===== src/sv/kss_pkg.sv =====
// ============================================================================
// Keyed slot sorter package
// Types, constants and the rank lookup shared by the sorter's modules.
// ============================================================================
`timescale 1ns / 1ps

package kss_pkg;

    localparam int ENTRIES_DEF = 32;

    localparam logic [1:0] MODE_BATTLE = 2'd0;
    localparam logic [1:0] MODE_RAISE  = 2'd1;
    localparam logic [1:0] MODE_BASIC  = 2'd2;

    localparam logic [2:0] CAT_MAX    = 3'd5;
    localparam logic [7:0] EMPTY_RANK = 8'd255;
    localparam logic [7:0] EMPTY_TYPE_RESET = 8'd255;

    localparam logic [0:0] REG_SORT_MODE  = 1'b0;
    localparam logic [0:0] REG_EMPTY_TYPE = 1'b1;

    localparam logic [5:0][7:0] RANK_BATTLE = {8'd4, 8'd5, 8'd2, 8'd3, 8'd1, 8'd0};
    localparam logic [5:0][7:0] RANK_RAISE  = {8'd1, 8'd4, 8'd5, 8'd0, 8'd3, 8'd2};
    localparam logic [5:0][7:0] RANK_BASIC  = {8'd4, 8'd5, 8'd3, 8'd0, 8'd2, 8'd1};

    typedef struct packed {
        logic [7:0] item_type;
        logic [2:0] item_category;
        logic [7:0] item_amount;
        logic [7:0] name_index;
        logic       is_last;
    } in_item_t;

    typedef struct packed {
        logic [7:0] out_type;
        logic [7:0] out_amount;
        logic [7:0] out_name_index;
        logic       out_last;
    } out_item_t;

    typedef struct packed {
        logic [7:0] rank;
        logic [7:0] name_index;
        logic [7:0] amount;
        logic [7:0] item_type;
    } entry_t;

    typedef struct packed {
        logic [1:0] sort_mode;
        logic [7:0] empty_type;
    } cfg_t;

    typedef struct packed {
        logic load;
        logic emit;
        logic emit_last;
    } cmd_t;

    typedef struct packed {
        logic full;
        logic one_left;
    } status_t;

    // Category must already be known to be within the table.
    function automatic logic [7:0] rank_of(logic [1:0] mode, logic [2:0] cat);
        logic [7:0] rank;
        case (mode)
            MODE_BATTLE: rank = RANK_BATTLE[cat];
            MODE_RAISE:  rank = RANK_RAISE[cat];
            default:     rank = RANK_BASIC[cat];
        endcase
        return rank;
    endfunction

endpackage


===== src/sv/kss_ctrl.sv =====
// ============================================================================
// Keyed slot sorter controller
// Accepts entries, starts the drain on the last entry and paces the results.
// ============================================================================
`timescale 1ns / 1ps

module kss_ctrl
    import kss_pkg::*;
(
    input  logic    clk,
    input  logic    rst_n,
    input  logic    start,
    input  logic    in_last,
    input  status_t status,
    output logic    busy,
    output logic    out_valid,
    output cmd_t    cmd
);

    localparam logic ST_IDLE  = 1'b0;
    localparam logic ST_DRAIN = 1'b1;

    logic state_reg;
    logic state_next;
    logic out_valid_reg;
    logic accept;

    assign accept = start && (state_reg == ST_IDLE);
    assign busy = (state_reg == ST_DRAIN);
    assign out_valid = out_valid_reg;

    assign cmd.load      = accept && !status.full;
    assign cmd.emit      = (state_reg == ST_DRAIN);
    assign cmd.emit_last = (state_reg == ST_DRAIN) && status.one_left;

    always_comb
    begin
        state_next = state_reg;
        case (state_reg)
            ST_IDLE:
            begin
                if (accept && in_last)
                begin
                    state_next = ST_DRAIN;
                end
            end
            ST_DRAIN:
            begin
                if (status.one_left)
                begin
                    state_next = ST_IDLE;
                end
            end
            default:
            begin
                state_next = ST_IDLE;
            end
        endcase
    end

    always_ff @(posedge clk or negedge rst_n)
    begin
        if (!rst_n)
        begin
            state_reg     <= ST_IDLE;
            out_valid_reg <= 1'b0;
        end
        else
        begin
            state_reg     <= state_next;
            out_valid_reg <= cmd.emit;
        end
    end

endmodule


===== src/sv/kss_dp.sv =====
// ============================================================================
// Keyed slot sorter datapath
// Insertion chain that keeps loaded entries in key order and drains them.
// ============================================================================
`timescale 1ns / 1ps

module kss_dp
    import kss_pkg::*;
#(
    parameter int ENTRIES = ENTRIES_DEF
)
(
    input  logic      clk,
    input  logic      rst_n,
    input  cfg_t      cfg,
    input  in_item_t  in_item,
    input  cmd_t      cmd,
    output status_t   status,
    output out_item_t out_data
);

    entry_t               cell_reg [ENTRIES];
    entry_t               cell_next [ENTRIES];
    logic [ENTRIES-1:0]   valid_reg;
    logic [ENTRIES-1:0]   valid_next;
    logic [ENTRIES-1:0]   gt;
    entry_t               new_entry;
    logic [15:0]          new_key;
    out_item_t            out_reg;

    always_comb
    begin
        new_entry.item_type  = in_item.item_type;
        new_entry.amount     = in_item.item_amount;
        new_entry.name_index = in_item.name_index;
        if ((in_item.item_type == cfg.empty_type) || (in_item.item_category > CAT_MAX))
        begin
            new_entry.rank = EMPTY_RANK;
        end
        else
        begin
            new_entry.rank = rank_of(cfg.sort_mode, in_item.item_category);
        end
        new_key = {new_entry.rank, new_entry.item_type};
    end

    genvar i;
    generate
        for (i = 0; i < ENTRIES; i++)
        begin : g_cell
            assign gt[i] = !valid_reg[i]
                || ({cell_reg[i].rank, cell_reg[i].item_type} > new_key);

            always_comb
            begin
                cell_next[i]  = cell_reg[i];
                valid_next[i] = valid_reg[i];
                if (cmd.load)
                begin
                    if (i == 0)
                    begin
                        if (gt[i])
                        begin
                            cell_next[i] = new_entry;
                        end
                        valid_next[i] = 1'b1;
                    end
                    else
                    begin
                        if (gt[i])
                        begin
                            cell_next[i] = gt[(i == 0) ? 0 : i - 1]
                                ? cell_reg[(i == 0) ? 0 : i - 1] : new_entry;
                        end
                        valid_next[i] = valid_reg[i] | valid_reg[(i == 0) ? 0 : i - 1];
                    end
                end
                else if (cmd.emit)
                begin
                    if (i == ENTRIES - 1)
                    begin
                        valid_next[i] = 1'b0;
                    end
                    else
                    begin
                        cell_next[i]  = cell_reg[(i == ENTRIES - 1) ? i : i + 1];
                        valid_next[i] = valid_reg[(i == ENTRIES - 1) ? i : i + 1];
                    end
                end
            end

            always_ff @(posedge clk)
            begin
                cell_reg[i] <= cell_next[i];
            end
        end
    endgenerate

    always_ff @(posedge clk or negedge rst_n)
    begin
        if (!rst_n)
        begin
            valid_reg <= '0;
        end
        else
        begin
            valid_reg <= valid_next;
        end
    end

    always_ff @(posedge clk)
    begin
        if (cmd.emit)
        begin
            out_reg.out_type       <= cell_reg[0].item_type;
            out_reg.out_amount     <= cell_reg[0].amount;
            out_reg.out_name_index <= cell_reg[0].name_index;
            out_reg.out_last       <= cmd.emit_last;
        end
    end

    assign status.full     = valid_reg[ENTRIES-1];
    assign status.one_left = !valid_reg[1];
    assign out_data        = out_reg;

endmodule


===== src/sv/keyed_slot_sorter.sv =====
// ============================================================================
// Keyed slot sorter
// Loads slot entries and emits them in ascending rank and type order.
// ============================================================================
// Entries load at one per clock while busy is low; each is placed in key order
// by an insertion chain in the same cycle it is taken. The entry marked last
// raises busy, which stays high while the stored entries are drained from the
// head of the chain one per clock; each result is copied to an output register
// as it leaves the head, so the results follow one another with no gaps.
// Results are strobed by out_valid for one cycle each and cannot be held off.
// Entries beyond the store depth are dropped, but their last mark still
// starts the output. Registers should be written only while the block is idle.
`timescale 1ns / 1ps

module keyed_slot_sorter
    import kss_pkg::*;
#(
    parameter int ENTRIES = ENTRIES_DEF
)
(
    input  logic        clk,
    input  logic        rst_n,
    input  logic        psel,
    input  logic        penable,
    input  logic        pwrite,
    input  logic [2:0]  paddr,
    input  logic [31:0] pwdata,
    output logic [31:0] prdata,
    output logic        pready,
    input  logic        start,
    output logic        busy,
    input  in_item_t    in_item,
    output logic        out_valid,
    output out_item_t   out_item
);

    logic [1:0] sort_mode_reg;
    logic [7:0] empty_type_reg;
    logic       cfg_write;
    cfg_t       cfg;
    cmd_t       cmd;
    status_t    status;

    assign pready    = 1'b1;
    assign cfg_write = psel && penable && pwrite && pready;

    always_ff @(posedge clk or negedge rst_n)
    begin
        if (!rst_n)
        begin
            sort_mode_reg  <= MODE_BATTLE;
            empty_type_reg <= EMPTY_TYPE_RESET;
        end
        else if (cfg_write)
        begin
            case (paddr[2])
                REG_SORT_MODE:  sort_mode_reg  <= pwdata[1:0];
                REG_EMPTY_TYPE: empty_type_reg <= pwdata[7:0];
                default:        sort_mode_reg  <= sort_mode_reg;
            endcase
        end
    end

    always_comb
    begin
        case (paddr[2])
            REG_SORT_MODE:  prdata = {30'd0, sort_mode_reg};
            REG_EMPTY_TYPE: prdata = {24'd0, empty_type_reg};
            default:        prdata = 32'd0;
        endcase
    end

    assign cfg.sort_mode  = sort_mode_reg;
    assign cfg.empty_type = empty_type_reg;

    kss_ctrl u_ctrl (
        .clk       (clk),
        .rst_n     (rst_n),
        .start     (start),
        .in_last   (in_item.is_last),
        .status    (status),
        .busy      (busy),
        .out_valid (out_valid),
        .cmd       (cmd)
    );

    kss_dp #(
        .ENTRIES (ENTRIES)
    ) u_dp (
        .clk      (clk),
        .rst_n    (rst_n),
        .cfg      (cfg),
        .in_item  (in_item),
        .cmd      (cmd),
        .status   (status),
        .out_data (out_item)
    );

endmodule


===== config.mk =====
export PLATFORM = sky130hd
export DESIGN_NAME = keyed_slot_sorter
export DESIGN_NICKNAME = d
export VERILOG_FILES = /design/src/sv/kss_pkg.sv /design/src/sv/kss_ctrl.sv /design/src/sv/kss_dp.sv /design/src/sv/keyed_slot_sorter.sv
export SDC_FILE = /design/constraint.sdc
export NUM_CORES = 2
export LEC_CHECK = 0
export BUFFER_PORTS_ARGS = -buffer_cell sky130_fd_sc_hd__buf_2
export CORE_ASPECT_RATIO = 0.7
export CORE_MARGIN = 2
export CORE_UTILIZATION = 55
export DETAILED_ROUTE_END_ITERATION = 10
export HOLD_SLACK_MARGIN = 0.03
export PLACE_DENSITY_LB_ADDON = 0.05
export SYNTH_ARGS = -nofsm -noshare
export SYNTH_HDL_FRONTEND = slang
export SYNTH_SLANG_ARGS = --single-unit
export TNS_END_PERCENT = 5

===== constraint.sdc =====
create_clock -name clk -period 9.1 [get_ports clk]
set_input_delay 1.82 -clock clk [delete_from_list [all_inputs] [get_ports clk]]
set_output_delay 1.82 -clock clk [all_outputs]
set_load 0.02 [all_outputs]

After elaboration in Yosys (flattened, before gate mapping). Memory sizes are Yosys's and may differ from the RTL's. Cells that the tools add are included. W data, S select, Z words.

RAM bits: 1024. Output and inout port bits: 60. Memories: 4. Bits in read-only memories: 192. Latch bits: 0. Flip-flop bits (word level): 69. Input bits: 69.

$mul: 0. Multiplexer cells: 199. Bitwise operators: 33. $add $sub $neg: 0. Reduce and logical (&&, ||, !) cells: 75. Eq/ne operators: 2. Shift operators: 0. Div/mod/pow operators: 0. Magnitude comparators: 34.

Memories: u_dp.cell_reg (depth 32, width 32, read ports 32, clocked after Yosys merged registers in 0, write ports 32, line kss_dp.sv:22) `entry_t cell_reg [ENTRIES];`; (name not given) (depth 8, width 8, read ports 1, clocked after Yosys merged registers in 0, write ports 0, line kss_pkg.sv:68) `MODE_BATTLE: rank = RANK_BATTLE[cat];`; (name not given) (depth 8, width 8, read ports 1, clocked after Yosys merged registers in 0, write ports 0, line kss_pkg.sv:69) `MODE_RAISE: rank = RANK_RAISE[cat];`; (name not given) (depth 8, width 8, read ports 1, clocked after Yosys merged registers in 0, write ports 0, line kss_pkg.sv:70) `default: rank = RANK_BASIC[cat];`.

Operator list (count): $mux W32 (126); $gt A16 B16 Y1 (32); $mux W1 (66); $pmux W32 S2 (1); $logic_or A1 B1 Y1 (33); $logic_not A1 Y1 (32); $mux W8 (4); $or A1 B1 Y1 (31); $pmux W8 S2 (1); $eq A8 B8 Y1 (1); $logic_and A1 B1 Y1 (6); $lt A3 B4 Y1 const B (1); $reduce_and A2 Y1 (2); $gt A3 B3 Y1 const B (1); $eq A2 B1 Y1 const B (1); $logic_not A2 Y1 (1); $not A1 Y1 (2); $pmux W1 S2 (1); $reduce_bool A2 Y1 (1).

Logic depth before layout (Yosys ltp).
Word-level depth: 9. Depth in mapped cells: 19.

Hierarchy. A second synthesis with hierarchy kept.

Cells, all modules: 6516. Area total of the unflattened synthesis: 67184.4 µm².

Modules (own cells, without submodules): kss_dp (area each 66408.7 µm², sequential area each 32301.0 µm², instances 1, cells each 6451); keyed_slot_sorter (area each 684.4 µm², sequential area each 260.2 µm², instances 1, cells each 58); kss_ctrl (area each 91.3 µm², sequential area each 50.0 µm², instances 1, cells each 7).

Worst setup path before layout. No wires, ideal clock.

Kind: input port to flip-flop. Start point: input in_item[18] (netlist name). End point: memory u_dp.cell_reg[0][32] (netlist name) (enable). Library setup time: 0.470 ns. Stages on the path: 13. Setup slack: -0.826 ns. Arrival: 9.456 ns. Data required time: 8.630 ns. Cells stage by stage: nor2_1 -> or2_2 -> o21ai_1 -> inv_1 -> ha_1 -> and4_1 -> o2111ai_1 -> a221oi_1 -> a41oi_1 -> o211a_1 -> buf_2 -> buf_2 -> o31ai_1.

RTL lines: start: declaration (line keyed_slot_sorter.sv:32) `input in_item_t in_item,`; end: declaration (line kss_dp.sv:22).

==> impl_results.md <==
* Pre-CTS setup slack at 1324 ps
* Routed via count at 73267
* First drt pass iteration count at 8
* Detailed placer's ending HPWL at ~200000 um
* Drt drc at 0
* Slew Limit Fails at 0
* Sequential element share of the synthesized area at 40.85%
* Placement Cell Area at roughly 81000 sq um
* Worst min-delay path category: register to register
* Slew HR at between 10% and 20%
* Startpoint Class: primary input
* Starting Density at between 50% and 60%
* DRT iter0 DRCs at 11491
* Final Routed Wirelength at 268600 um
* Row Count at approximately 120
* Wire length of the first global-routing pass at 408200 um
* Clock H-tree levels at 3
* Req. time, crit path at 9620 ps
* Crit end category: register
* Placed Cells at approximately 9600
* Crit share post-route at 78.64%
* Max FFs per register at 1024
* Share of cells above drive strength 1 at 9.214%
* R2r setup slk at 3210 ps
* Outcome: finished clean
* Chip height at 322.8 um
* Slew @ Worst Pin at 1271 ps
* Fill cells at 12111
* GPL Wtd Cong at 0.9096
* FF-to-FF End: u_dp.cell_reg[8][62]$_DFFE_PP_
* Final min period at roughly 7000 ps
* Max Clk Rate at 139.7 MHz
* LEAKAGE at 29.49 nW
* Post-synth ARST share at 4.026%
* DIE AREA at 148300 sq um
* Setup slack after layout at 1943 ps
* #FFs+latches synth at 1093
* Setup TNS at 0 ps
* Clk slew on worst S/H paths at approximately 60 ps
* Vias per cell at 7.492
* Power Density at 363.2 nW/um^2
* IO Pins at between 100 and 150
* Total track usage at a little over a third
* CTS Root Cell: clkbuf_16
* Die X at roughly 460 um
* Worst-Skew Late Latency at 790 ps
* Hold buffer count at cts at 0
* Switching Power at roughly 14 mW
* Nets at 8327
* Post-Syn Area at 79840 sq um
* Cell variety after synth at 70
* Vias in the first global route at approximately 66000
* Share of power burned in registers at 39.1%
* Area delta synth->final at 5.902%
* Total gr overflow at 0
* Final core occ at 58.90%
* Post-DR wirelength/cell at roughly 27 um
* Sw Ratio at 45.36%
* Antenna viol nets, final at 0
* Crit Path Category: primary input to register
* WHS Endpoint: u_dp.out_data[13]$_DFFE_PP_
* Max Buffers Root-to-Sink at 3
* Final hold violations at 0
* Post-CTS Setup Bufs at 0
* Final Total Pwr at 30.71 mW
* Synth area leaders: edfxtp_1, a311oi_1, ha_1, a21oi_1, nor2_1
* Crit-path max FO at between 100 and 150
* Clk pwr share at between 10% and 20%
* Port bufs at 77
* Number of buffers created by CTS at ~120
* Ys flop type: edfxtp_1
* Cell taking the most area after synthesis: edfxtp_1
* Synth top cells by count: a311oi_1, edfxtp_1, nor2_1
* Internal power at 16.78 mW
* Synth warn at 0
* # clock sinks at roughly 1100
* Count leader, synth: a311oi_1
* Hold Path Stages at 0
* R2R Path Start: empty_type_reg[3]$_DFFE_PN1P_
* RSZ-0062 raised after global routing: no
* Yosys top cell area share at between 30 and 40%
* Cts repair resizes at 0
* Post-route cell area at 84550 sq um
* Hold_sp: u_dp.cell_reg[0][12]$_DFFE_PP_
* Worst hold slack at roughly 500 ps
* Crit path DAT at 7680 ps
* Max-Cap Viols at 0
* Setup violations, final at 0
* Combinational share of power at approximately 45%
* Largest net degree at the start of global routing at 209
* Initial antenna violation count at 10
* Synth Instances at 8395
* Core Region at about 140000 sq um
* Reg2reg path depth at 14
* Max IR drop VDD at 0.0002358 V
* Non-Filler Instances at 9779
* Syn_area_per_cell at 9.510 sq um
* CTS tree: done
* Number of synthesized flops with an enable pin at around 1000
* Clock skew at 23.54 ps
==> kinds of logic (layout without fill, tap and decap cells) <==
group | Yosys count | after routing | synth area share, %
AO/OA/AOI/OAI | 2944 | 2944 | 28.76
XOR/XNOR | 40 | 40 | 0.4388
buffers and inverters | 1146 | 618 | 5.970
multiplexers | 78 | 78 | 1.116
other | 2 | 26 | 0.009407
flip-flops | 1093 | 1093 | 40.85
AND/OR/NAND/NOR | 2598 | 2598 | 15.17
adder cells (fa/ha/maj) | 494 | 494 | 7.695
==> critical path, stage by stage <==
cell and delay, ps:
buf_2 130, inv_1 50, ha_1 170, nand2b_1 490
or2_2 500, o21ai_1 300, clkinvlp_4 240, buf_12 280
ha_1 430, nand4_1 160, nor3_1 700, nand3b_1 190
mux2i_2 180, buf_4 400, or2_2 680, o22ai_1 420
a221o_1 400
==> per-layer routing <==
layer  GRT usage, %  wire [um]  vias to the layer above
li1               -          -                    32844
met1          55.73     125300                    35661
met2          46.30     105300                     4399
met3          8.062      31670                      361
met4          8.443       6389                        2
met5              0         13                        -
==> power by group through the flow <==
stage               logic, mW  clock network, mW  registers (mW)
floorplan                10.2                  0            11.0
global placement         12.6                  0            11.9
detailed placement       13.2                  0            12.0
CTS                      13.2               5.05            11.9
global route             15.0               5.25            12.3
finish                   13.7               5.01            12.0
==> cell usage in the layout, fill, tap and decap left out, types with 104 or more instances in the layout <==
cell       instances
inv_1            106
ha_1             467
nand3_1          106
a221oi_1         128
nor4_1           125
buf_4            193
a21oi_1          796
nor2b_1          104
nand2_1          348
nor3_1           652
clkbuf_16        119
edfxtp_1        1049
nor2_1           952
a311oi_1        1108
a221o_1          172
a311o_1          215
==> area by class of cell <==
cell class                      count  area (sq um)  share of cell area (%)
Multi-Input combinational cell   6179         43210                   51.11
Sequential cell                  1093         32650                   38.61
Clock buffer                      151          3178                   3.759
Tap cell                         1888          2362                   2.794
Timing Repair Buffer              278          1994                   2.359
Clock inverter                     67         685.7                  0.8110
Inverter                          122         462.9                  0.5476
Antenna cell                        1         2.502                0.002960
==> worst max path at each step <==
stage                            from                             end  slack (ps)  depth (start not counted)
after detailed placement  in_item[18]  u_dp.cell_reg[8][63]$_DFFE_PP_        1320                         17
final                     in_item[18]  u_dp.cell_reg[8][62]$_DFFE_PP_        1940                         17
after global placement    in_item[18]  u_dp.cell_reg[9][60]$_DFFE_PP_        1530                         17
after global routing      in_item[18]  u_dp.cell_reg[8][61]$_DFFE_PP_        1720                         17
after CTS                 in_item[18]  u_dp.cell_reg[8][62]$_DFFE_PP_        2160                         17
after floorplan           in_item[18]  u_dp.cell_reg[11][0]$_DFFE_PP_        -740                         16
No activity file was read; power rests on OpenSTA's default activity.
